==> src/tcba_pkg.sv <==
package tcba_pkg;

   localparam int ADDR_W    = 16;
   localparam int SIZE_W    = 12;
   localparam int MAP_W     = 5;
   localparam int CSR_IDX_W = 1;
   localparam int CSR_W     = 16;

   localparam logic MODE_ALLOC = 1'b0;
   localparam logic MODE_FREE  = 1'b1;

   localparam logic [CSR_IDX_W-1:0] CSR_SMALL_POOL_BASE = 1'd0;
   localparam logic [CSR_IDX_W-1:0] CSR_LARGE_POOL_BASE = 1'd1;

   localparam logic [ADDR_W-1:0] SMALL_POOL_BASE_RESET = 16'd0;
   localparam logic [ADDR_W-1:0] LARGE_POOL_BASE_RESET = 16'd1024;

   typedef enum logic [1:0] {
      STATUS_OK            = 2'd0,
      STATUS_TOO_LARGE     = 2'd1,
      STATUS_EXHAUSTED     = 2'd2,
      STATUS_NOT_ALLOCATED = 2'd3
   } status_type;

endpackage

==> src/two_class_block_allocator.sv <==
// Two-class fixed-block allocator, one request per clock unless the response side stalls.
// A request accepted into the input register passes through the decision logic
// into the response register.
// Throughput: one request per cycle unless rsp_ready stalls; the busy bitmaps update in
// the same cycle a request moves into the response register, so back-to-back requests chain.
// Reset (synchronous): both bitmaps cleared, pool bases at 0 and 1024.
module two_class_block_allocator #(
   parameter int SMALL_BLOCKS      = 5,
   parameter int LARGE_BLOCKS      = 5,
   parameter int SMALL_BLOCK_BYTES = 128,
   parameter int LARGE_BLOCK_BYTES = 256
) (
   input  logic                                 clock,
   input  logic                                 reset,
   input  logic                                 req_valid,
   output logic                                 req_ready,
   input  logic                                 req_mode,
   input  logic [tcba_pkg::SIZE_W-1:0]          req_size,
   input  logic [tcba_pkg::ADDR_W-1:0]          req_release_addr,
   output logic                                 rsp_valid,
   input  logic                                 rsp_ready,
   output logic [tcba_pkg::ADDR_W-1:0]          rsp_grant_addr,
   output tcba_pkg::status_type                 rsp_status,
   output logic [tcba_pkg::MAP_W-1:0]           rsp_small_busy_map,
   output logic [tcba_pkg::MAP_W-1:0]           rsp_large_busy_map,
   input  logic                                 csr_we,
   input  logic [tcba_pkg::CSR_IDX_W-1:0]       csr_index,
   input  logic [tcba_pkg::CSR_W-1:0]           csr_wdata
);
   import tcba_pkg::*;

   // Index widths for each pool; a single-block pool still needs one bit.
   localparam int SI_W = (SMALL_BLOCKS > 1) ? $clog2(SMALL_BLOCKS) : 1;
   localparam int LI_W = (LARGE_BLOCKS > 1) ? $clog2(LARGE_BLOCKS) : 1;
   // Size thresholds are compared one bit wider so that 4096 is representable.
   localparam int CMP_W = SIZE_W + 1;
   localparam logic [CMP_W-1:0] SMALL_LIMIT = CMP_W'(SMALL_BLOCK_BYTES);
   localparam logic [CMP_W-1:0] LARGE_LIMIT = CMP_W'(LARGE_BLOCK_BYTES);

   // Configuration registers.
   logic [ADDR_W-1:0] small_base_ff, small_base_in;
   logic [ADDR_W-1:0] large_base_ff, large_base_in;

   // Input register stage.
   logic              in_valid_ff, in_valid_in;
   logic              in_mode_ff;
   logic [SIZE_W-1:0] in_size_ff;
   logic [ADDR_W-1:0] in_addr_ff;

   // Allocation state.
   logic [SMALL_BLOCKS-1:0] small_busy_ff, small_busy_in;
   logic [LARGE_BLOCKS-1:0] large_busy_ff, large_busy_in;

   // Response register stage.
   logic              out_valid_ff, out_valid_in;
   logic [ADDR_W-1:0] out_grant_ff, out_grant_in;
   status_type        out_status_ff, out_status_in;
   logic [MAP_W-1:0]  out_small_map_ff, out_small_map_in;
   logic [MAP_W-1:0]  out_large_map_ff, out_large_map_in;

   logic req_accept;
   logic advance;

   // The held request moves on whenever the response register is empty or
   // being drained this cycle; the input register refills in the same cycle.
   assign advance    = in_valid_ff && (!out_valid_ff || rsp_ready);
   assign req_ready  = !in_valid_ff || advance;
   assign req_accept = req_valid && req_ready;

   always_comb begin
      in_valid_in = in_valid_ff;
      if (req_accept) begin
         in_valid_in = 1'b1;
      end else if (advance) begin
         in_valid_in = 1'b0;
      end
      out_valid_in = out_valid_ff;
      if (advance) begin
         out_valid_in = 1'b1;
      end else if (rsp_ready) begin
         out_valid_in = 1'b0;
      end
   end

   // Configuration decode. Write only while the block is idle; the block itself does not enforce this.
   always_comb begin
      small_base_in = small_base_ff;
      large_base_in = large_base_ff;
      if (csr_we) begin
         unique case (csr_index)
            CSR_SMALL_POOL_BASE: small_base_in = csr_wdata;
            CSR_LARGE_POOL_BASE: large_base_in = csr_wdata;
            default: ;
         endcase
      end
   end

   // Allocation side: lowest free block of each pool.
   logic [SI_W-1:0] small_free_idx;
   logic [LI_W-1:0] large_free_idx;
   logic            small_full;
   logic            large_full;

   always_comb begin
      small_free_idx = '0;
      for (int k = SMALL_BLOCKS - 1; k >= 0; k--) begin
         if (!small_busy_ff[k]) begin
            small_free_idx = SI_W'(k);
         end
      end
      large_free_idx = '0;
      for (int k = LARGE_BLOCKS - 1; k >= 0; k--) begin
         if (!large_busy_ff[k]) begin
            large_free_idx = LI_W'(k);
         end
      end
   end

   assign small_full = &small_busy_ff;
   assign large_full = &large_busy_ff;

   logic [ADDR_W-1:0] small_grant_addr;
   logic [ADDR_W-1:0] large_grant_addr;

   assign small_grant_addr = small_base_ff + ADDR_W'(small_free_idx * SMALL_BLOCK_BYTES);
   assign large_grant_addr = large_base_ff + ADDR_W'(large_free_idx * LARGE_BLOCK_BYTES);

   // Release side: every block compares its own address against the request.
   // Only busy blocks count as hits; the lowest hit in a pool is released,
   // and the small pool wins over the large one.
   logic [SMALL_BLOCKS-1:0] small_hit, small_clear;
   logic [LARGE_BLOCKS-1:0] large_hit, large_clear;

   always_comb begin
      for (int k = 0; k < SMALL_BLOCKS; k++) begin
         small_hit[k] = small_busy_ff[k] &&
            ((small_base_ff + ADDR_W'(k * SMALL_BLOCK_BYTES)) == in_addr_ff);
      end
      for (int k = 0; k < LARGE_BLOCKS; k++) begin
         large_hit[k] = large_busy_ff[k] &&
            ((large_base_ff + ADDR_W'(k * LARGE_BLOCK_BYTES)) == in_addr_ff);
      end
   end

   // Isolate the lowest set bit of each hit vector.
   assign small_clear = small_hit & (~small_hit + SMALL_BLOCKS'(1));
   assign large_clear = large_hit & (~large_hit + LARGE_BLOCKS'(1));

   // Decision for the request in the input register.
   logic [CMP_W-1:0] size_ext;
   logic [31:0]      small_map_ext;
   logic [31:0]      large_map_ext;

   assign size_ext = {1'b0, in_size_ff};

   always_comb begin
      small_busy_in = small_busy_ff;
      large_busy_in = large_busy_ff;
      out_grant_in  = '0;
      out_status_in = STATUS_OK;
      case (in_mode_ff)
         MODE_ALLOC: begin
            if (size_ext <= SMALL_LIMIT) begin
               if (small_full) begin
                  out_status_in = STATUS_EXHAUSTED;
               end else begin
                  small_busy_in[small_free_idx] = 1'b1;
                  out_grant_in = small_grant_addr;
               end
            end else if (size_ext <= LARGE_LIMIT) begin
               if (large_full) begin
                  out_status_in = STATUS_EXHAUSTED;
               end else begin
                  large_busy_in[large_free_idx] = 1'b1;
                  out_grant_in = large_grant_addr;
               end
            end else begin
               out_status_in = STATUS_TOO_LARGE;
            end
         end
         default: begin
            if (|small_hit) begin
               small_busy_in = small_busy_ff & ~small_clear;
            end else if (|large_hit) begin
               large_busy_in = large_busy_ff & ~large_clear;
            end else begin
               out_status_in = STATUS_NOT_ALLOCATED;
            end
         end
      endcase
      small_map_ext    = 32'(small_busy_in);
      large_map_ext    = 32'(large_busy_in);
      out_small_map_in = small_map_ext[MAP_W-1:0];
      out_large_map_in = large_map_ext[MAP_W-1:0];
   end

   // Control and state registers.
   always_ff @(posedge clock) begin
      if (reset) begin
         in_valid_ff   <= 1'b0;
         out_valid_ff  <= 1'b0;
         small_busy_ff <= '0;
         large_busy_ff <= '0;
         small_base_ff <= SMALL_POOL_BASE_RESET;
         large_base_ff <= LARGE_POOL_BASE_RESET;
      end else begin
         in_valid_ff   <= in_valid_in;
         out_valid_ff  <= out_valid_in;
         small_base_ff <= small_base_in;
         large_base_ff <= large_base_in;
         if (advance) begin
            small_busy_ff <= small_busy_in;
            large_busy_ff <= large_busy_in;
         end
      end
   end

   // Payload registers.
   always_ff @(posedge clock) begin
      if (req_accept) begin
         in_mode_ff <= req_mode;
         in_size_ff <= req_size;
         in_addr_ff <= req_release_addr;
      end
      if (advance) begin
         out_grant_ff     <= out_grant_in;
         out_status_ff    <= out_status_in;
         out_small_map_ff <= out_small_map_in;
         out_large_map_ff <= out_large_map_in;
      end
   end

   assign rsp_valid          = out_valid_ff;
   assign rsp_grant_addr     = out_grant_ff;
   assign rsp_status         = out_status_ff;
   assign rsp_small_busy_map = out_small_map_ff;
   assign rsp_large_busy_map = out_large_map_ff;

endmodule

==> config.mk <==
export PLATFORM = sky130hd
export DESIGN_NAME = two_class_block_allocator
export DESIGN_NICKNAME = d
export VERILOG_FILES = /design/src/tcba_pkg.sv /design/src/two_class_block_allocator.sv
export SDC_FILE = /design/constraint.sdc
export NUM_CORES = 1
export LEC_CHECK = 0
export BUFFER_PORTS_ARGS = -buffer_cell sky130_fd_sc_hd__buf_4
export CAP_MARGIN = 30
export CELL_PAD_IN_SITES_DETAIL_PLACEMENT = 1
export CELL_PAD_IN_SITES_GLOBAL_PLACEMENT = 1
export CORE_MARGIN = 4
export CORE_UTILIZATION = 39
export CTS_CLUSTER_DIAMETER = 50
export CTS_CLUSTER_SIZE = 14
export DETAILED_ROUTE_END_ITERATION = 8
export PLACE_DENSITY = 0.77
export SETUP_SLACK_MARGIN = 0.05
export SYNTH_ARGS = -nofsm -noshare
export SYNTH_HDL_FRONTEND = slang
export SYNTH_SLANG_ARGS = --single-unit
==> constraint.sdc <==
create_clock -name clock -period 3.4 [get_ports clock]
set_input_delay 0 -clock clock [delete_from_list [all_inputs] [get_ports clock]]
set_output_delay 0 -clock clock [all_outputs]
set_load 0.03 [all_outputs]
==> impl_metrics.sql <==
INSERT INTO impl_metrics (metric_group, metric, value, unit) VALUES
('critical_path', 'criticalPathCategory', 'register to register', ''),
('yosys', 'synth_unique_cells', '66', ''),
('die', 'pin_count', '81', ''),
('grt', 'grtUsageTotal', '22.3', '%'),
('cells_and_area', 'final_cell_count_no_fill', '936', ''),
('yosys', 'synthesis.instances', '631', ''),
('yosys', 'synth_largest_area_cell', 'sky130_fd_sc_hd__edfxtp_1', ''),
('power', 'static_leakage', '2.81', 'nW'),
('yosys', 'synth.ff_latch_count', '101', ''),
('cells_and_area', 'layout-drive-gt1-share', '15.8', '%'),
('power', 'ir_worst_vdd', '0.269', 'mV'),
('sta', 'upper_clock_frequency_limit', '0.319', 'GHz'),
('yosys', 'synthArstFlopShare', '0', '%'),
('detailed_routing', 'drt-wirelength-per-cell', '19.8', 'um'),
('grt', 'initial_antenna_violation_count', '0', ''),
('job', 'drv.max_cap_violation_count', '0', ''),
('die', 'num_rows', '44', ''),
('sta', 'final.setup_skew', '9.74', 'ps'),
('power', 'powerDensity', '398', 'nW/um^2'),
('sta', 'final_clock_period_utilization_by_the_worst_path', '92.2', '%'),
('yosys', 'yosys-top-cells-area', 'sky130_fd_sc_hd__edfxtp_1, sky130_fd_sc_hd__dfxtp_1, sky130_fd_sc_hd__nand2_1, sky130_fd_sc_hd__xnor2_1, sky130_fd_sc_hd__a21oi_1', ''),
('clock_network', 'clk-insertion-delay-late', '350', 'ps'),
('cells_and_area', 'area_growth_syn_to_layout', '26.8', '%'),
('power', 'clkPwrFrac', '37.6', '%'),
('yosys', 'synth.yosys.warnings', '0', ''),
('yosys', 'synth_sequential_area_ratio', '44.2', '%'),
('die', 'floorplan.core_area', '14600', 'um^2'),
('detailed_routing', 'dr.first_iter.drc_count', '283', ''),
('clock_network', 'cts_tree', 'yes', ''),
('grt', 'grt_pass1_wl', '29300', 'um'),
('yosys', 'yosys.area.top_type_share', '29.2', '%'),
('power', 'power_report.internal_total', '2.19', 'mW'),
('power', 'seqPwrFrac', '47.6', '%'),
('detailed_routing', 'route.final.wire_length', '18600', 'um'),
('clock_network', 'cts.repair_timing.setup_buffer_count', '0', ''),
('critical_path', 'critical_path_arrival', '3330', 'ps'),
('die', 'floorplan.die.height', '131', 'um'),
('sta', 'finalSetupTns', '0', 'ps'),
('detailed_routing', 'drtPass1Iterations', '5', ''),
('place', 'half_perimeter_wire_length_of_the_detailed_placement_result', '13600', 'um'),
('grt', 'first_global_vias', '5399', ''),
('power', 'switching_power', '771', 'uW'),
('critical_path', 'reg2reg_setup_slack', '270', 'ps'),
('status', 'run_status', 'completed', ''),
('die', 'die_width', '131', 'um'),
('power', 'comb_power_share', '14.8', '%'),
('grt', 'pin_count_of_the_biggest_net_entering_global_routing', '45', ''),
('detailed_routing', 'vias', '5149', ''),
('cells_and_area', 'postLayoutCellArea', '7440', 'um^2'),
('power', 'p_sw_share', '26.1', '%'),
('sta', 'period_needed', '3130', 'ps'),
('critical_path', 'worstSetupEndpointType', 'register', ''),
('sta', 'setup_repair_after_global_routing_missed_its_margin', 'no', ''),
('sta', 'report.final.setup_viol', '0', ''),
('detailed_routing', 'count_of_antenna_violating_nets_left_after_detailed_routing', '0', ''),
('sta', 'timing_worst_slew_pin_value', '813', 'ps'),
('critical_path', 'setup.worst_path.start_class', 'register', ''),
('clock_network', 'cts_buffer_depth', '2', ''),
('place', 'gp_routability_congestion', '0.899', ''),
('yosys', 'synthMostInstantiatedCell', 'sky130_fd_sc_hd__nand2_1', ''),
('die', 'effective_utilization_at_floorplan', '40.1', '%'),
('critical_path', 'cp.required', '3600', 'ps'),
('detailed_routing', 'detail_route.drc_violations', '0', ''),
('clock_network', 'cts.root.buffer_cell', 'sky130_fd_sc_hd__clkbuf_16', ''),
('clock_network', 'numCtsBuffers', '9', ''),
('min_path', 'timing.hold.worst.class', 'input pin to register', ''),
('place', 'placedCellCount', '872', ''),
('yosys', 'synth_enable_flop_cells', '57', ''),
('clock_network', 'cts_max_level', '3', ''),
('sta', 'slew_viol_final', '0', ''),
('yosys', 'summed_instance_area_of_the_synthesized_netlist', '5870', 'um^2');
worst paths after layout:
kind / startpoint / endpoint / cells after the start
worst max register to register: small_base_ff[8] / rsp_large_busy_map[1] / 9
worst min-delay path: csr_index / small_base_ff[1] / 4
worst max-delay path: small_base_ff[8] / rsp_large_busy_map[1] / 9
worst min register to register: small_base_ff[2] / small_base_ff[2] / 2
metrics by stage:
step           hold WS, ps  setup WS, ps  util (%)  power (mW)
6_report              33.2           266      50.8        2.96
4_1_cts               24.6           283      50.8        2.98
3_3_place_gp           178           451      45.3        1.81
2_1_floorplan         98.9           780         -        1.66
3_5_place_dp           180           298      45.4        1.83
5_1_grt               44.2          97.4      50.8        3.08
layout make-up:
class / instances / area [um^2]
multi-input cells: 479 / 3060
clock buffers: 10 / 229
fillers: 1669 / 7210
well taps: 184 / 230
clock inverters: 6 / 86.3
flip-flops and latches: 101 / 2590
inverters: 12 / 45.0
repair buffers: 143 / 1190
diodes: 1 / 2.50
critical path, stage by stage (launching register included):
cell	delay [ps]
sky130_fd_sc_hd__dfxtp_1	630
sky130_fd_sc_hd__inv_1	190
sky130_fd_sc_hd__ha_1	340
sky130_fd_sc_hd__xnor2_1	200
sky130_fd_sc_hd__nand2_1	90
sky130_fd_sc_hd__or4_4	530
sky130_fd_sc_hd__a2111oi_4	390
sky130_fd_sc_hd__nor3_1	110
sky130_fd_sc_hd__and3_1	300
sky130_fd_sc_hd__a21oi_1	210
cells in the final DEF (no fill, tap or decap), drive strengths merged, types with 17 or more instances in the layout:
cell / instances
xnor2: 42
dfxtp: 44
edfxtp: 57
a21oi: 64
dlygate4sd3: 47
a22oi: 17
xor2: 32
buf: 96
nand3: 19
nor2: 46
ha: 17
nand2: 98
logic make-up (layout without fill, tap and decap cells):
group,Yosys count,after routing,synth area share [%]
and+or+nand+nor,249,249,20.6
AOI/OAI and AO/OA,131,131,14.6
DFF,101,101,44.2
xor gates and xnor gates,75,75,11.7
buffers and inverters,51,171,3.69
adders and majority gates,19,19,4.31
muxes,5,5,0.853
other,0,1,0
power groups by stage:
stage	Clock (mW)	Sequential (mW)	Combinational, mW
after detailed placement	0	1.44	0.389
after global placement	0	1.43	0.375
after floorplan	0	1.43	0.236
after CTS	1.13	1.41	0.435
after global routing	1.19	1.42	0.477
final	1.11	1.41	0.437
routing by layer:
layer | track usage (%) | wire length (um)
met5 | 0 | 0
met4 | 5.57 | 180
met3 | 3.50 | 857
met2 | 36.3 | 8860
met1 | 31.2 | 8660
registers in the layout (all words and copies together), names as in the netlist, 12 cells and up:
name	cells
small_base_ff	16
in_addr_ff	16
large_base_ff	16
in_size_ff	12
rsp_grant_addr	16
timing repair:
item / 4_1_cts / 5_1_grt
hold buffers: 47 / 0
setup endpoints to repair: 0 / 2
hold endpoints to repair: 63 / 0
gates resized for setup: 0 / 1
No activity file was read; power rests on OpenSTA's default activity.
